===== src/rtl/occ_pkg.sv =====
package occ_pkg;

    typedef enum logic [2:0] {
        OP_BEGIN = 3'd0,
        OP_MOVE  = 3'd1,
        OP_LINE  = 3'd2,
        OP_QUAD  = 3'd3,
        OP_CUBIC = 3'd4,
        OP_END   = 3'd5
    } op_t;

    typedef enum logic [1:0] {
        CMD_MOVE  = 2'd0,
        CMD_LINE  = 2'd1,
        CMD_CUBIC = 2'd2,
        CMD_CLOSE = 2'd3
    } cmd_t;

    typedef struct packed {
        logic [15:0] q1x;
        logic [15:0] q1y;
        logic [15:0] q2x;
        logic [15:0] q2y;
        logic [15:0] tx;
        logic [15:0] ty;
    } pts_t;

    typedef struct packed {
        logic ld_a;
        logic ld_b;
    } tt_ld_t;

    // floor(n / 3) == (n * THIRD_RECIP) >> THIRD_SHIFT for every 17-bit n
    localparam logic [15:0] THIRD_RECIP = 16'd43691;
    localparam int          THIRD_SHIFT = 17;

endpackage


===== src/rtl/occ_two_thirds.sv =====
module occ_two_thirds (
    input  logic                 clk,
    input  occ_pkg::tt_ld_t      ld,
    input  logic signed [15:0]   base,
    input  logic signed [15:0]   ctrl,
    output logic signed [15:0]   res
);

    logic signed [16:0] diff;
    logic               neg;
    logic [15:0]        mag;
    logic [16:0]        num;
    logic [32:0]        prod;

    logic               neg_a_reg;
    logic [15:0]        base_a_reg;
    logic [16:0]        num_a_reg;
    logic               neg_b_reg;
    logic [15:0]        base_b_reg;
    logic [15:0]        quot_b_reg;

    always_comb
    begin
        diff = {ctrl[15], ctrl} - {base[15], base};
        neg  = diff[16];
        mag  = neg ? 16'(-diff) : diff[15:0];
        num  = {mag, 1'b1};
        prod = 33'(num_a_reg) * 33'(occ_pkg::THIRD_RECIP);
    end

    always_ff @(posedge clk)
    begin
        if (ld.ld_a)
        begin
            neg_a_reg  <= neg;
            base_a_reg <= base;
            num_a_reg  <= num;
        end
        if (ld.ld_b)
        begin
            neg_b_reg  <= neg_a_reg;
            base_b_reg <= base_a_reg;
            quot_b_reg <= prod[occ_pkg::THIRD_SHIFT +: 16];
        end
    end

    assign res = neg_b_reg ? signed'(base_b_reg - quot_b_reg)
                           : signed'(base_b_reg + quot_b_reg);

endmodule


===== src/rtl/outline_path_to_cubic_commands_top.sv =====
// Outline events in, path commands out.
// Input channel: in_valid / in_stall with opcode and the control and target
// points; a transaction is taken when in_valid is high and in_stall is low.
// Output channel: out_valid / out_stall with command, the two cubic controls,
// the end point and last_of_run, which marks the final command of an event.
// Begin, unused opcodes and an end with no open path give no command.
// A move on an open path gives a close and then the move.
// The first command of an event is registered through the input stage s1,
// then stages s2 and s3, then the output register.
// The pipeline takes one event per cycle while the receiver does not stall;
// a move that adds a close holds the last stage until both commands leave.
// The quadratic control rounding is one constant multiply per coordinate,
// registered between its own two stages.
// Reset clears the last end point to zero, the open-path flag and all
// valid flags; the pipeline then is empty and ready.
// When the receiver stalls, the output command holds; the stages behind it
// keep filling until the pipeline is full, then in_stall rises.
module outline_path_to_cubic_commands_top (
    input  logic               clk,
    input  logic               rst_n,
    input  logic               in_valid,
    output logic               in_stall,
    input  logic [2:0]         opcode,
    input  logic signed [15:0] first_ctrl_x,
    input  logic signed [15:0] first_ctrl_y,
    input  logic signed [15:0] second_ctrl_x,
    input  logic signed [15:0] second_ctrl_y,
    input  logic signed [15:0] target_x,
    input  logic signed [15:0] target_y,
    output logic               out_valid,
    input  logic               out_stall,
    output logic [1:0]         command,
    output logic signed [15:0] out_c1_x,
    output logic signed [15:0] out_c1_y,
    output logic signed [15:0] out_c2_x,
    output logic signed [15:0] out_c2_y,
    output logic signed [15:0] out_end_x,
    output logic signed [15:0] out_end_y,
    output logic               last_of_run
);

    occ_pkg::op_t    in_op;
    logic            emits;
    logic            close_first;
    logic            upd_point;
    logic            open_next;
    occ_pkg::pts_t   in_pts;

    logic            out_ready;
    logic            s3_split;
    logic            s3_fire;
    logic            s3_free;
    logic            s2_free;
    logic            s1_free;
    logic            in_fire;
    occ_pkg::tt_ld_t tt_ld;

    logic            path_open_reg;
    logic [15:0]     prev_x_reg;
    logic [15:0]     prev_y_reg;
    logic            s1_valid_reg;
    logic            s2_valid_reg;
    logic            s3_valid_reg;
    logic            s3_close_done_reg;
    logic            out_valid_reg;
    logic            s1_valid_next;
    logic            s2_valid_next;
    logic            s3_valid_next;
    logic            s3_close_done_next;
    logic            out_valid_next;

    occ_pkg::op_t    s1_op_reg;
    occ_pkg::op_t    s2_op_reg;
    occ_pkg::op_t    s3_op_reg;
    logic            s1_close_reg;
    logic            s2_close_reg;
    logic            s3_close_reg;
    occ_pkg::pts_t   s1_pts_reg;
    occ_pkg::pts_t   s2_pts_reg;
    occ_pkg::pts_t   s3_pts_reg;
    logic [15:0]     s1_px_reg;
    logic [15:0]     s1_py_reg;

    logic signed [15:0] conv_c1x;
    logic signed [15:0] conv_c1y;
    logic signed [15:0] conv_c2x;
    logic signed [15:0] conv_c2y;

    occ_pkg::cmd_t   res_cmd;
    logic [15:0]     res_c1x;
    logic [15:0]     res_c1y;
    logic [15:0]     res_c2x;
    logic [15:0]     res_c2y;
    logic [15:0]     res_ex;
    logic [15:0]     res_ey;
    logic            res_last;

    occ_pkg::cmd_t   command_reg;
    logic [15:0]     c1x_reg;
    logic [15:0]     c1y_reg;
    logic [15:0]     c2x_reg;
    logic [15:0]     c2y_reg;
    logic [15:0]     ex_reg;
    logic [15:0]     ey_reg;
    logic            last_reg;

    // decode the incoming event against the current path state
    always_comb
    begin
        in_op       = occ_pkg::op_t'(opcode);
        emits       = 1'b0;
        close_first = 1'b0;
        upd_point   = 1'b0;
        open_next   = path_open_reg;
        unique case (in_op) inside
            occ_pkg::OP_BEGIN:
            begin
                open_next = 1'b0;
            end
            occ_pkg::OP_MOVE:
            begin
                emits       = 1'b1;
                close_first = path_open_reg;
                upd_point   = 1'b1;
                open_next   = 1'b1;
            end
            occ_pkg::OP_LINE:
            begin
                emits     = 1'b1;
                upd_point = 1'b1;
                open_next = 1'b1;
            end
            occ_pkg::OP_QUAD, occ_pkg::OP_CUBIC:
            begin
                emits     = 1'b1;
                upd_point = 1'b1;
            end
            occ_pkg::OP_END:
            begin
                emits     = path_open_reg;
                open_next = 1'b0;
            end
            default:
            begin
                emits = 1'b0;
            end
        endcase

        in_pts.q1x = first_ctrl_x;
        in_pts.q1y = first_ctrl_y;
        in_pts.q2x = second_ctrl_x;
        in_pts.q2y = second_ctrl_y;
        in_pts.tx  = target_x;
        in_pts.ty  = target_y;
    end

    // pipeline flow: a stage takes new data when it is empty or moving on
    always_comb
    begin
        out_ready = !out_valid_reg || !out_stall;
        s3_split  = s3_close_reg && !s3_close_done_reg;
        s3_fire   = s3_valid_reg && out_ready;
        s3_free   = !s3_valid_reg || (out_ready && !s3_split);
        s2_free   = !s2_valid_reg || s3_free;
        s1_free   = !s1_valid_reg || s2_free;
        in_fire   = in_valid && s1_free;

        tt_ld.ld_a = s2_free;
        tt_ld.ld_b = s3_free;

        s1_valid_next = s1_free ? (in_valid && emits) : s1_valid_reg;
        s2_valid_next = s2_free ? s1_valid_reg : s2_valid_reg;
        s3_valid_next = s3_free ? s2_valid_reg : s3_valid_reg;

        if (s3_free)
            s3_close_done_next = 1'b0;
        else if (s3_fire && s3_split)
            s3_close_done_next = 1'b1;
        else
            s3_close_done_next = s3_close_done_reg;

        if (s3_fire)
            out_valid_next = 1'b1;
        else if (out_ready)
            out_valid_next = 1'b0;
        else
            out_valid_next = out_valid_reg;
    end

    assign in_stall = !s1_free;

    occ_two_thirds u_c1x (
        .clk  (clk),
        .ld   (tt_ld),
        .base (signed'(s1_px_reg)),
        .ctrl (signed'(s1_pts_reg.q1x)),
        .res  (conv_c1x)
    );

    occ_two_thirds u_c1y (
        .clk  (clk),
        .ld   (tt_ld),
        .base (signed'(s1_py_reg)),
        .ctrl (signed'(s1_pts_reg.q1y)),
        .res  (conv_c1y)
    );

    occ_two_thirds u_c2x (
        .clk  (clk),
        .ld   (tt_ld),
        .base (signed'(s1_pts_reg.tx)),
        .ctrl (signed'(s1_pts_reg.q1x)),
        .res  (conv_c2x)
    );

    occ_two_thirds u_c2y (
        .clk  (clk),
        .ld   (tt_ld),
        .base (signed'(s1_pts_reg.ty)),
        .ctrl (signed'(s1_pts_reg.q1y)),
        .res  (conv_c2y)
    );

    // form the command for the transaction leaving the last stage
    always_comb
    begin
        res_cmd  = occ_pkg::CMD_CLOSE;
        res_c1x  = 16'd0;
        res_c1y  = 16'd0;
        res_c2x  = 16'd0;
        res_c2y  = 16'd0;
        res_ex   = 16'd0;
        res_ey   = 16'd0;
        res_last = !s3_split;
        if (!s3_split)
        begin
            unique case (s3_op_reg)
                occ_pkg::OP_MOVE:
                begin
                    res_cmd = occ_pkg::CMD_MOVE;
                    res_ex  = s3_pts_reg.tx;
                    res_ey  = s3_pts_reg.ty;
                end
                occ_pkg::OP_LINE:
                begin
                    res_cmd = occ_pkg::CMD_LINE;
                    res_ex  = s3_pts_reg.tx;
                    res_ey  = s3_pts_reg.ty;
                end
                occ_pkg::OP_QUAD:
                begin
                    res_cmd = occ_pkg::CMD_CUBIC;
                    res_c1x = conv_c1x;
                    res_c1y = conv_c1y;
                    res_c2x = conv_c2x;
                    res_c2y = conv_c2y;
                    res_ex  = s3_pts_reg.tx;
                    res_ey  = s3_pts_reg.ty;
                end
                occ_pkg::OP_CUBIC:
                begin
                    res_cmd = occ_pkg::CMD_CUBIC;
                    res_c1x = s3_pts_reg.q1x;
                    res_c1y = s3_pts_reg.q1y;
                    res_c2x = s3_pts_reg.q2x;
                    res_c2y = s3_pts_reg.q2y;
                    res_ex  = s3_pts_reg.tx;
                    res_ey  = s3_pts_reg.ty;
                end
                default:
                begin
                    res_cmd = occ_pkg::CMD_CLOSE;
                end
            endcase
        end
    end

    always_ff @(posedge clk or negedge rst_n)
    begin
        if (!rst_n)
        begin
            path_open_reg     <= 1'b0;
            prev_x_reg        <= 16'd0;
            prev_y_reg        <= 16'd0;
            s1_valid_reg      <= 1'b0;
            s2_valid_reg      <= 1'b0;
            s3_valid_reg      <= 1'b0;
            s3_close_done_reg <= 1'b0;
            out_valid_reg     <= 1'b0;
        end
        else
        begin
            if (in_fire)
            begin
                path_open_reg <= open_next;
                if (upd_point)
                begin
                    prev_x_reg <= target_x;
                    prev_y_reg <= target_y;
                end
            end
            s1_valid_reg      <= s1_valid_next;
            s2_valid_reg      <= s2_valid_next;
            s3_valid_reg      <= s3_valid_next;
            s3_close_done_reg <= s3_close_done_next;
            out_valid_reg     <= out_valid_next;
        end
    end

    always_ff @(posedge clk)
    begin
        if (s1_free)
        begin
            s1_op_reg    <= in_op;
            s1_close_reg <= close_first;
            s1_pts_reg   <= in_pts;
            s1_px_reg    <= prev_x_reg;
            s1_py_reg    <= prev_y_reg;
        end
        if (s2_free)
        begin
            s2_op_reg    <= s1_op_reg;
            s2_close_reg <= s1_close_reg;
            s2_pts_reg   <= s1_pts_reg;
        end
        if (s3_free)
        begin
            s3_op_reg    <= s2_op_reg;
            s3_close_reg <= s2_close_reg;
            s3_pts_reg   <= s2_pts_reg;
        end
        if (s3_fire)
        begin
            command_reg <= res_cmd;
            c1x_reg     <= res_c1x;
            c1y_reg     <= res_c1y;
            c2x_reg     <= res_c2x;
            c2y_reg     <= res_c2y;
            ex_reg      <= res_ex;
            ey_reg      <= res_ey;
            last_reg    <= res_last;
        end
    end

    assign out_valid   = out_valid_reg;
    assign command     = command_reg;
    assign out_c1_x    = c1x_reg;
    assign out_c1_y    = c1y_reg;
    assign out_c2_x    = c2x_reg;
    assign out_c2_y    = c2y_reg;
    assign out_end_x   = ex_reg;
    assign out_end_y   = ey_reg;
    assign last_of_run = last_reg;

endmodule


===== config.mk =====
export PLATFORM = sky130hd
export DESIGN_NAME = outline_path_to_cubic_commands_top
export DESIGN_NICKNAME = d
export VERILOG_FILES = /design/src/rtl/occ_pkg.sv /design/src/rtl/occ_two_thirds.sv /design/src/rtl/outline_path_to_cubic_commands_top.sv
export SDC_FILE = /design/constraint.sdc
export NUM_CORES = 2
export LEC_CHECK = 0
export ABC_AREA = 1
export BUFFER_PORTS_ARGS = -buffer_cell sky130_fd_sc_hd__buf_2
export CORE_AREA = 4 4 326 328
export CTS_CLUSTER_DIAMETER = 100
export DETAILED_ROUTE_END_ITERATION = 10
export DIE_AREA = 0 0 330 332
export PLACE_DENSITY = 0.67
export SLEW_MARGIN = 20
export SYNTH_ARGS = -nofsm -noshare
export SYNTH_HDL_FRONTEND = slang
export SYNTH_SLANG_ARGS = --single-unit

===== constraint.sdc =====
create_clock -name clk -period 8.7 [get_ports clk]
set_input_delay 1.74 -clock clk [delete_from_list [all_inputs] [get_ports clk]]
set_output_delay 1.74 -clock clk [all_outputs]
set_load 0.02 [all_outputs]

==> flow_metrics.tcl <==
set metrics [dict create \
    reg2reg_from "u_c2y.num_a_reg[2]$_DFFE_PP_" \
    min_period_ns 5.44 \
    io_buffers 203 \
    setup_tns_ns 0 \
    drive_gt1_share_pct 7.84 \
    cts_resized 0 \
    clk_pin_slew_worst_paths_ns 0.06 \
    synth_top_area_share_pct 36.8 \
    row_count 118 \
    drv_cap 0 \
    postSynthRegisterBits 669 \
    track_usage_pct 23.9 \
    fillCellCount 9079 \
    cts_tree "done" \
    critPathLaunchType "flop" \
    seq_area_frac_synth_pct 38.7 \
    setup_violations 0 \
    synth_cells 5215 \
    synth-edff-count 631 \
    syn-num-nets 6310 \
    start_util_pct 49.9 \
    antenna_found_initial 16 \
    postPlaceCellArea_sq_mm 0.0542 \
    clock.fmax_ghz 0.184 \
    ys_top_cells_by_area "edfxtp_1 (37%), ha_1 (15%), fa_1 (14%), inv_1 (8.4%), nand2_1 (6.0%)" \
    slew_viol_final 0 \
    synth_top_family_by_area "adder cells" \
    min_to "s2_pts_reg[61]$_DFFE_PP_" \
    holdPathStages 0 \
    critical_path_buf_inv_count 7 \
    rr_worst_depth 21 \
    cts-htree-levels 3 \
    numCtsBuffers 74 \
    synth-compound-area-share_pct 6.92 \
    r2r_setup_slack_ns 3.26 \
    fp.coreArea_sq_mm 0.103 \
    grt_pass1_vias 35300 \
    die_h_um 332 \
    worst_path_max_delay_cell "fa_1" \
    hold_buffers 0 \
    timing.final.crit_share_pct 62.5 \
    area_growth_pct 10.3 \
    status "finished clean" \
    grt_pass1_wl_um 201000 \
    synthArstFlopShare_pct 5.68 \
    synth_top_area_cell "edfxtp_1" \
    gr-usage-met3_pct 4.24 \
    min_from "s1_pts_reg[61]$_DFFE_PN_" \
    netlist_top_cells_count "inv_1 (1149), nand2_1 (818), edfxtp_1 (631)" \
    path_cells "inv_1 > ha_1 > inv_1 > fa_1 > inv_1 > fa_1 > inv_1 > fa_1 > fa_1 > inv_1 > fa_1 > inv_1 > ha_1 > a21oi_1 > inv_1 > a31oi_1 > o21ai_0 > a221oi_1 > nand2_1 > nand2_1 > nand2_1" \
    drt_iter0_markers 2850 \
    crit_path_frequent_cell "inv_1" \
    rsz0062_at_grt "false" \
    syn-cell-area_sq_mm 0.0515 \
    cts_root_buf "clkbuf_16" \
    cts.path.max_buffers 3 \
    worstMarginPinSlew_ns 0.890 \
    synth-xor-area-share_pct 3.28 \
    clock-sinks 669 \
    slew_headroom_pct 40.7 \
    ys_types 56 \
    r2r_end "u_c2y.quot_b_reg[10]$_DFFE_PN_" \
    busiest_layer "met2" \
    yosysMostFrequentCell "inv_1" \
    postLayoutCellArea_sq_mm 0.0568 \
    synth_fa_ha_area_share_pct 29.4 \
    synth-simple-area-share_pct 12.2 \
    viasPerCell 5.21 \
    holdCritPathClass "reg2reg" \
    die_area_sq_mm 0.110 \
    grt_overflow 0 \
    detail-route-antenna-nets 0 \
    ys.flop_type "edfxtp_1" \
    gp_congestion 0.942 \
    post_cts_buffers 0 \
    gr-usage-met1_pct 35.1 \
    avgSynthCellArea_sq_um 9.87 \
    grt_max_degree 97 \
    worstSetupPathType "reg2reg" \
    hold_viol 0 \
    worst_hold_slack_ns 0.395 \
    cp.arrival_ns 5.84 \
    synth.mux.area_fraction_pct 0.700 \
    largest_reg_flops 96 \
    ys_warn_count 0 \
    end_kind "flop" \
    dr.pass1.iters 6 \
    clk_latency_ns 0.64 \
    timing.critical_path.fanout_max 7 \
    dp_hpwl_um 108000 \
    met2_usage_pct 36.5 \
    drt-total-wl_um 131000 \
    drt-wirelength-per-cell_um 19.0 \
    final_nets 6571 \
    io_pins 204 \
    cp.required_ns 9.10 \
    dieWidth_um 330 \
    skew_ns 0.0201 \
    critPathTopFamily "adder cells" \
    num_vias 36000 \
    cpPeakStageDelay_ns 0.51 \
    post-route-drc-count 0 \
]
==> how the worst max path moves through the flow <==
stage | from | end | slack (ns) | cells past startpoint
finish | u_c2y.num_a_reg[2]$_DFFE_PP_ | u_c2y.quot_b_reg[10]$_DFFE_PN_ | 3.26 | 21
global route | u_c2x.num_a_reg[2]$_DFFE_PP_ | u_c2x.quot_b_reg[13]$_DFFE_PN_ | 2.92 | 18
CTS | out_stall | in_stall | 3.26 | 8
detailed placement | out_stall | in_stall | 3.26 | 8
global placement | out_stall | in_stall | 3.31 | 8
floorplan | out_stall | s2_close_reg$_DFFE_PP_ | 0.06 | 5
==> per-layer routing <==
layer | share of wire, % | wire length (um)
met4 | 2.8 | 3690
met2 | 44 | 58100
met5 | 0.051 | 67
met3 | 6.8 | 8980
met1 | 46 | 60700
==> kinds of logic (layout without fill, tap and decap cells) <==
logic type                 after synthesis  count (layout)
other                                    0               9
adders and majority gates              992             992
DFF                                    669             669
buffers and inverters                 1194            1514
muxes                                   32              32
xor gates and xnor gates               187             187
and+or+nand+nor                       1495            1495
AOI/OAI and AO/OA                      646             646
==> cell type report <==
cell class | count | area [sq um] | share of cell area, %
tap | 1380 | 1730 | 3.04
multi-input combinational | 3352 | 27100 | 47.7
clock inverter | 43 | 526 | 0.926
antenna | 9 | 22.5 | 0.0397
sequential | 669 | 19900 | 35.1
inverter | 1161 | 4380 | 7.71
clock buffer | 92 | 2020 | 3.56
timing repair buffer | 218 | 1130 | 1.99
==> through the flow <==
| step | std cells | utilization [%] | worst slack (ns) |
|---|---|---|---|
| 2_1_floorplan | 5215 | - | 0.0554 |
| 4_1_cts | 6915 | 55.0 | 3.26 |
| 3_5_place_dp | 6780 | 52.5 | 3.26 |
| 6_report | 6924 | 55.0 | 3.26 |
| 3_3_place_gp | 6780 | 52.5 | 3.31 |
| 5_1_grt | 6919 | 55.0 | 2.92 |
==> cells in the final DEF (no fill, tap or decap), types with 12 or more instances in the layout <==
cell type and n:
mux2_2 26, nand4_1 37, inv_1 1147, dfrtp_1 38, ha_1 628, nand3_1 179
buf_4 15, nor3_1 52, xor2_1 131, clkinv_1 12, buf_2 203, or2_2 12
o21ai_0 169, a31oi_1 20, clkbuf_16 76, nand3b_1 16, a21oi_1 348, nand2_1 818
nor2_1 326, xnor2_1 49, edfxtp_1 631, a21o_1 24, fa_1 364, nand2_2 12
o21bai_1 25
Power is left out: the tool's default activity adds up to more than one toggle a clock period on the data nets, which glitch-free logic cannot reach.
